$ cat config.mk
export PLATFORM = sky130hd
export DESIGN_NAME = pipc_ram
export DESIGN_NICKNAME = d
export VERILOG_FILES = /design/src/rtl/pipc_ram.sv
export SDC_FILE = /design/constraint.sdc
export NUM_CORES = 2
export LEC_CHECK = 0
export ABC_AREA = 1
export BUFFER_PORTS_ARGS = -buffer_cell sky130_fd_sc_hd__buf_2
export CORE_AREA = 2 2 432 434
export DETAILED_ROUTE_END_ITERATION = 10
export DIE_AREA = 0 0 434 436
export GPL_ROUTABILITY_DRIVEN = 0
export PLACE_DENSITY = 0.61
export SETUP_SLACK_MARGIN = 0.2
export SLEW_MARGIN = 10
export SYNTH_ARGS = -nofsm -noshare
export SYNTH_HDL_FRONTEND = slang
export SYNTH_SLANG_ARGS = --single-unit
$ cat constraint.sdc
create_clock -name aclk -period 11.1 [get_ports aclk]
set_clock_uncertainty 0.1 [all_clocks]
set_input_delay 1.665 -clock aclk [delete_from_list [all_inputs] [get_ports aclk]]
set_output_delay 1.665 -clock aclk [all_outputs]
set_load 0.05 [all_outputs]
$ cat src/rtl/pipc_ram.sv
// ----------------------------------------------------------------------------
// pipc_ram: generic single-port-write, single-port-read RAM
// One write and one registered read per cycle.
// ----------------------------------------------------------------------------
module pipc_ram #(
    parameter int WIDTH = 32,
    parameter int DEPTH = 64
) (
    input  logic                     aclk,
    input  logic                     wr_en,
    input  logic [$clog2(DEPTH)-1:0] wr_addr,
    input  logic [WIDTH-1:0]         wr_data,
    input  logic [$clog2(DEPTH)-1:0] rd_addr,
    output logic [WIDTH-1:0]         rd_data
);
    logic [WIDTH-1:0] mem [DEPTH];
    logic [WIDTH-1:0] rd_data_reg;

    always_ff @(posedge aclk) begin
        if (wr_en) begin
            mem[wr_addr] <= wr_data;
        end
        rd_data_reg <= mem[rd_addr];
    end

    assign rd_data = rd_data_reg;
endmodule

==> reports/results.tsv <==
metric	value	unit
status	finished, final reports clean	
boundaryPins	78	
critPathCaptureType	flip-flop	
post-route-period-util	46.3	%
routed_via_density	5.72	
avgRoutedWirePerCell	25.8	µm
postLayoutCellArea	92100	µm²
holdPathEnd	rd_data[18]	
r2r_end	rd_data[1]	
timing.fmax	0.194	GHz
worstPathArrival	5820	ps
drive_above_1_share	8.04	%
cts_root_buf	clkbuf_16	
finalSetupTns	0	ps
hold_buffers	0	
p_switching	3.81	mW
ys_seq_area_share	75.1	%
instances_no_fill	9410	
pwr-share-comb	6.4	%
netSwitchingFraction	23.2	%
yosys_register_bits	2080	
critPathKind	in -> reg	
hpwl	118000	µm
r2r-start	mem[49][1]	
netlist_area	82700	µm²
clockBufferDepth	3	
largest_reg_flops	2048	
period_needed	5140	ps
ys_types	16	
clkPwrFrac	40.4	%
finish.utilization	49.9	%
drv_cap	0	
drc	0	
cts_tree	done	
place_area	85700	µm²
grt_first_pass_wirelength	349000	µm
grt_max_degree	206	
post_cts_buffers	0	
fin_hold_ws	696	ps
setup_ws	5960	ps
dp_cells	9018	
worst_ep_required_time	11770	ps
rsz0062_at_grt	false	
r2r_slack	9140	ps
die-area	189000	µm²
synthCells	6769	
hold_depth	8	
core_area	185000	µm²
clk_latency	850	ps
routed_wl	243000	µm
die_h	436	µm
drt_iter0_markers	6988	
p_seq_share	53.2	%
grt_overflow	0	
cts_max_level	4	
final_max_slew_viol_count	0	
cts_resized	0	
dieWidth	434	µm
numPortBuffers	77	
drtAntennaViolNets	0	
busiest_layer	met2	
cp-start-kind	input pin	
ir_drop	0.000142	V
cts.sinks	2080	
start_util	44.8	%
tightestPinTransition	1060	ps
layout_common_cells	nand2_1, edfxtp_1, nand3_1	
ys_warn_count	0	
syn_nets	6815	
syn_to_final_growth	11.3	%
worstHoldStart	mem[42][18]	
via_count	53812	
layout_commonest_cell	nand2_1	
num_rows	158	
met1_usage	34.2	%
clk_pin_slew	60	ps
hold_violations	0	
grt_pass1_vias	50798	
min_path_type	reg -> reg	
grt_antenna_before_repair	25	
pre_cts_ws	5150	ps
p_int	12.6	mW
leakage	32.1	nW
postSynthAreaPerCell	12.2	µm²
setup_viol	0	
slew_headroom	29.5	%
grtUsageTotal	25.3	%
firstDrtPassIters	6	
global_route.usage.met3	3.57	%
numCtsBuffers	204	
pwr_density_cell	178	nW/µm²
totalPowerFinal	16.4	mW
worst-r2r-cell-count	8	
met2_usage	40.3	%
fin_nets	6790	
worstPathMaxFanout	128	
==> critical path, stage by stage <==
cell and delay, ps:
buf_8 510, buf_4 800, buf_4 720, buf_4 780, nand2_1 120, nand3_1 120, nand3_1 80, nand2_1 100
nand2_1 50, nand3_1 260, nand3_1 260, nand2_1 120
==> layer usage <==
metal / part of all wire (%) / wire, µm
met1: 40 / 96400
met5: 0.022 / 53
met2: 47 / 114000
met4: 5.1 / 12400
met3: 8.1 / 19600
==> cells by family after synthesis <==
kind of cell           count (synthesis)  share of synthesized area [%]
buffers and inverters                461                           2.78
flip-flops                          2080                           75.1
AND/OR/NAND/NOR                     4228                           22.1
==> power groups by stage <==
stage	clock [mW]	combinational [mW]	sequential [mW]
floorplan	0	0.534	8.93
global placement	0	1.03	8.91
detailed placement	0	1.04	8.91
CTS	6.70	1.05	8.74
global route	7.00	1.13	8.74
finish	6.63	1.05	8.74
==> worst max-delay path by stage <==
stage	from	endpoint	slack (ps)	depth (start not counted)
global route	rd_addr[0]	rd_data[3]	5770	12
floorplan	wr_en	mem[48][0]	5210	3
detailed placement	rd_addr[0]	rd_data[3]	5150	12
global placement	rd_addr[0]	rd_data[3]	5220	12
CTS	rd_addr[0]	rd_data[3]	6050	12
finish	rd_addr[0]	rd_data[3]	5960	12
==> synthesized netlist by cell type <==
cell / n / area share (%)
nand4_1: 9 / 0.068
nand3_1: 1907 / 12
inv_4: 1 / 0.0076
buf_8: 2 / 0.036
nor2_1: 56 / 0.25
inv_2: 2 / 0.0091
buf_2: 282 / 1.7
nor4_1: 8 / 0.060
inv_1: 9 / 0.041
dfxtp_1: 32 / 0.77
edfxtp_1: 2048 / 74
buf_1: 40 / 0.18
clkbuf_1: 77 / 0.35
nand2_1: 2248 / 10
buf_4: 45 / 0.41
buf_6: 3 / 0.041
==> final cells by class <==
class / count / area, µm²
antenna: 11 / 27.5
inverter: 12 / 81.3
clock inverter: 98 / 761
multi-input combinational: 4228 / 18800
fill: 15973 / 92600
timing repair buffer: 218 / 1620
tap: 2480 / 3100
clock buffer: 283 / 5580
sequential: 2080 / 62100
No activity file was read; power rests on OpenSTA's default activity.
