### config.mk
export PLATFORM = sky130hd
export DESIGN_NAME = pipc_front
export DESIGN_NICKNAME = d
export VERILOG_FILES = /design/src/rtl/pipc_pkg.sv /design/src/rtl/pipc_front.sv
export SDC_FILE = /design/constraint.sdc
export NUM_CORES = 1
export LEC_CHECK = 0
export BUFFER_PORTS_ARGS = -buffer_cell sky130_fd_sc_hd__clkbuf_2
export CORE_UTILIZATION = 43
export CTS_CLUSTER_SIZE = 16
export DETAILED_ROUTE_END_ITERATION = 8
export PLACE_DENSITY = 0.75
export SYNTH_ARGS = -nofsm -noshare
export SYNTH_HDL_FRONTEND = slang
export SYNTH_SLANG_ARGS = --single-unit
### constraint.sdc
create_clock -name aclk -period 1.8 [get_ports aclk]
set_input_delay 0.36 -clock aclk [delete_from_list [all_inputs] [get_ports aclk]]
set_output_delay 0.36 -clock aclk [all_outputs]
set_load 0.05 [all_outputs]
### src/rtl/pipc_pkg.sv
// ----------------------------------------------------------------------------
// pipc_pkg: shared types and constants of the point-in-polygon counter
// Holds field widths, opcodes and the queue entry type used across modules.
// ----------------------------------------------------------------------------
package pipc_pkg;

    localparam int MAX_VERTICES = 64;
    localparam int COORD_WIDTH  = 16;
    localparam int IDX_W        = $clog2(MAX_VERTICES);
    localparam int CNT_W        = 7;
    localparam int DIFF_W       = COORD_WIDTH + 1;
    localparam int PROD_W       = 2 * DIFF_W;
    localparam int TALLY_W      = 32;
    localparam int CFG_DATA_W   = 16;
    localparam int CFG_ADDR_W   = 1;
    localparam int QDEPTH       = 2;

    localparam logic [1:0] OP_WRITE  = 2'd0;
    localparam logic [1:0] OP_TEST   = 2'd1;
    localparam logic [1:0] OP_CLEAR  = 2'd2;
    localparam logic [1:0] OP_UNUSED = 2'd3;

    localparam logic [CFG_ADDR_W-1:0] REG_VERTEX_COUNT = 1'd0;
    localparam logic [CFG_ADDR_W-1:0] REG_RAY_END_X    = 1'd1;

    localparam logic [CNT_W-1:0]        VCOUNT_RESET = 7'd0;
    localparam logic [COORD_WIDTH-1:0]  RAY_END_RESET = 16'd10240;

    typedef logic signed [COORD_WIDTH-1:0] coord_t;

    // Work handed from the front part to the back part.
    typedef struct packed {
        logic   is_clear;
        coord_t px;
        coord_t py;
    } job_t;

    // Sign of a signed product difference, coded as orientation.
    typedef enum logic [1:0] {
        OR_COL = 2'd0,
        OR_CW  = 2'd1,
        OR_CCW = 2'd2
    } orient_t;

endpackage

### src/rtl/pipc_front.sv
// ----------------------------------------------------------------------------
// pipc_front: accepts items, writes vertices, queues tests and clears
// A two-entry queue decouples intake from the edge-walking back part.
// ----------------------------------------------------------------------------
module pipc_front (
    input  logic                         aclk,
    input  logic                         aresetn,
    input  logic                         s_tvalid,
    output logic                         s_tready,
    input  logic [1:0]                   s_opcode,
    input  logic [pipc_pkg::IDX_W-1:0]   s_index,
    input  pipc_pkg::coord_t             s_x,
    input  pipc_pkg::coord_t             s_y,
    output logic                         vwr_en,
    output logic [pipc_pkg::IDX_W-1:0]   vwr_addr,
    output logic [2*pipc_pkg::COORD_WIDTH-1:0] vwr_data,
    output logic                         job_valid,
    input  logic                         job_ready,
    output pipc_pkg::job_t               job
);
    import pipc_pkg::*;

    job_t             q_reg [QDEPTH];
    logic             wp_reg, rp_reg, wp_next, rp_next;
    logic [1:0]       cnt_reg, cnt_next;
    logic             acc, push, pop;

    // Vertex writes touch the table only; with the back part reading the
    // table while running, write-after-test ordering is kept by stalling
    // writes until the queue and back part are idle.
    logic back_idle;
    assign back_idle = (cnt_reg == 2'd0) && job_ready;

    always_comb begin
        s_tready = (cnt_reg != 2'(QDEPTH));
        if (s_opcode == OP_WRITE) begin
            s_tready = back_idle;
        end
    end

    assign acc      = s_tvalid && s_tready;
    assign push     = acc && (s_opcode == OP_TEST || s_opcode == OP_CLEAR);
    assign pop      = job_valid && job_ready;
    assign vwr_en   = acc && (s_opcode == OP_WRITE);
    assign vwr_addr = s_index;
    assign vwr_data = {s_y, s_x};

    assign job_valid = (cnt_reg != 2'd0);
    assign job       = q_reg[rp_reg];

    always_comb begin
        wp_next  = push ? ~wp_reg : wp_reg;
        rp_next  = pop ? ~rp_reg : rp_reg;
        cnt_next = cnt_reg + {1'b0, push} - {1'b0, pop};
    end

    always_ff @(posedge aclk) begin
        if (!aresetn) begin
            wp_reg  <= 1'b0;
            rp_reg  <= 1'b0;
            cnt_reg <= 2'd0;
        end else begin
            wp_reg  <= wp_next;
            rp_reg  <= rp_next;
            cnt_reg <= cnt_next;
        end
        if (push) begin
            q_reg[wp_reg] <= '{is_clear: (s_opcode == OP_CLEAR), px: s_x, py: s_y};
        end
    end
endmodule

==> results.py <==
metrics = {
    "floorplan": {
        "fp.dieH_um": 85.3,
        "dieArea_sq_um": 7270,
        "design.core.area_sq_um": 6530,
        "boundaryPins": 118,
        "die_x_um": 85.3,
        "num_rows": 29,
        "initial_core_util_pct": 45.7,
    },
    "logic_synthesis": {
        "synth_edf_count": 66,
        "async_flop_share_pct": 0,
        "syn_area_per_cell_sq_um": 17.1,
        "synth_warnings": 0,
        "synth_cell_type_count": 21,
        "seq_area_frac_synth_pct": 69.8,
        "synth-main-ff-cell": "edfxtp_1",
        "synth_cells": 174,
        "syn-num-nets": 222,
        "syn_area_sq_um": 2980,
        "ys_ff_latch": 71,
    },
    "route": {
        "dr_total_vias": 1605,
        "drt_iter0_drc": 35,
        "routed_wl_um": 5030,
        "drtPass1Iterations": 4,
        "wl_per_cell_um": 14.7,
        "drtAntennaViolNets": 0,
        "vias_per_cell": 4.69,
        "drc": 0,
    },
    "placement": {
        "dpl_cell_area_sq_um": 3490,
        "hpwlAfterDp_um": 3190,
        "dpl.cell_count": 324,
        "pre_cts_ws_ns": -0.337,
        "port_buffers": 105,
        "place_congestion": 0.668,
    },
    "global_route": {
        "antenna_found_initial": 0,
        "top_usage_layer": "met2",
        "grt_max_degree": 21,
        "gr-usage-met2_pct": 25.0,
        "globalRouteOverflowTotal": 0,
        "grtUsageMet3_pct": 5.06,
        "first_global_vias": 1631,
        "grt_usage_pct": 14.1,
        "grt_use_met1_pct": 14.4,
        "grt_pass1_wl_um": 7440,
    },
    "timing": {
        "final_hold_viol_count": 0,
        "setup_violations": 0,
        "layout_min_cycle_time_ns": 1.78,
        "fin_skew_ns": 0.00660,
        "relSlewSlack_pct": 81.4,
        "fin_ws_ns": 0.0168,
        "fmax_mhz": 561,
        "rsz0062_at_grt": "true",
        "drv_slew": 0,
        "finalSetupTns_ns": 0,
        "fin_crit_sh_pct": 99.1,
        "worst_hold_slack_ns": 0.220,
        "tightest_slew_ns": 0.281,
    },
    "final_layout": {
        "final_cell_mix": "70 x clkbuf_2, 66 x edfxtp_1, 24 x mux2_2, 22 x buf_8, 13 x buf_6",
        "largest_register_ffs": 66,
        "seq_area_sq_um": 2090,
        "stdcell_count": 342,
        "area.growth.synth_to_final_pct": 37.5,
        "nNetsFinal": 308,
        "fin_util_pct": 62.8,
        "design_area_sq_um": 4100,
        "diodes": 0,
        "fillCellCount": 477,
        "multi_input_area_sq_um": 662,
        "drive_above_1_share_pct": 68.7,
        "final_common_cell": "clkbuf_2",
    },
    "setup_path": {
        "cp-start-kind": "flip-flop",
        "crit_path_end_kind": "output pin",
        "r2r_start": "cnt_reg[0]$_SDFF_PN0_",
        "reg2reg_to": "cnt_reg[1]$_SDFF_PN0_",
        "cp.arrival_ns": 1.42,
        "crit_required_ns": 1.44,
        "critical_path_class": "reg -> out",
        "reg2reg_depth": 9,
        "rrSetupSlack_ns": 0.04,
        "cp_max_fo": 15,
    },
    "cts": {
        "cts_buffers": 9,
        "clockRootBuffer": "clkbuf_8",
        "clock-sinks": 71,
        "cts_tree": "done",
        "htreeDepth": 3,
        "insertion_delay_ns": 0.34,
        "cts_setup_buffers": 0,
        "clk_pin_slew_ns": 0.07,
        "cts_buffer_depth": 2,
    },
    "job": {
        "maxCapViolations": 0,
    },
    "hold_path": {
        "hp-start": "s_y[7]",
        "hold_depth": 1,
        "min_to": "q_reg[1][7]$_DFFE_PP_",
        "hold_class": "in -> reg",
    },
    "power": {
        "leakage_nw": 1.64,
        "p_total_mw": 5.87,
        "power_density_nw_per_um2": 1430,
        "ir_worst_vdd_mv": 0.739,
    },
    "status": {
        "outcome": "completed",
    },
}
-- worst max-delay path: stages (launching register included) --
cell	delay, ns
dfxtp_4	0.41
buf_12	0.17
mux2_2	0.35
buf_6	0.15
-- layout make-up --
cell class              instances  area share (%)
inverters                       4           0.793
clock buffers                   9            3.02
clock inverters                 7            1.80
flip-flops and latches         71            50.9
well taps                      77            2.35
repair buffers                117            25.0
multi-input cells              57            16.1
-- power by group --
part           total, mW  leakage (nW)  switching [mW]  internal, mW
Sequential          2.04         0.646          0.0681          1.97
Combinational       2.61         0.893            1.49          1.12
Clock               1.22        0.0992           0.576         0.641
-- cells in the mapped netlist, drive strengths merged (2+ instances only) --
| master | count | area (sq um) |
|---|---|---|
| nor2b | 2 | 12.5 |
| ha | 4 | 50.1 |
| nand2b | 2 | 12.5 |
| dfxtp | 5 | 100 |
| edfxtp | 66 | 1980 |
| buf | 42 | 310 |
| and2 | 3 | 20.0 |
| inv | 4 | 15.0 |
| and2b | 2 | 18.8 |
| nand2 | 2 | 7.51 |
| xnor2 | 3 | 26.3 |
| mux2 | 33 | 372 |
-- timing repair --
action / CTS / global route
pin swaps: 2 / 0
resized for setup: 65 / 55
hold buffers: 0 / 0
gates cloned: 0 / 2
setup endpoints to repair: 36 / 31
-- how the worst max path moves through the flow --
stage	start	endpoint	slack [ns]
after floorplan	s_opcode[0]	cnt_reg[1]$_SDFF_PN0_	-0.12
after global placement	s_opcode[0]	cnt_reg[1]$_SDFF_PN0_	-0.30
after detailed placement	s_opcode[0]	cnt_reg[1]$_SDFF_PN0_	-0.34
after CTS	cnt_reg[0]$_SDFF_PN0_	vwr_en	-0.001
after global routing	cnt_reg[0]$_SDFF_PN0_	cnt_reg[1]$_SDFF_PN0_	-0.06
final	flip-flop	job[20]	0.02
-- kinds of logic (layout without fill, tap and decap cells) --
logic type	Yosys count	in the layout	share of synthesized area, %
XOR/XNOR	3	3	0.881
buffers and inverters	46	137	10.9
flip-flops	71	71	69.8
AND/OR/NAND/NOR	13	13	2.81
adder cells (fa/ha/maj)	4	4	1.68
AO/OA/AOI/OAI	3	3	1.09
multiplexers	34	34	12.8
-- per-layer routing --
layer,part of all wire (%),vias up
met5,0,-
met4,1.4,0
met3,5.5,10
met2,54,66
met1,39,760
li1,-,769
Note: power is estimated with default switching activity, not from simulation.
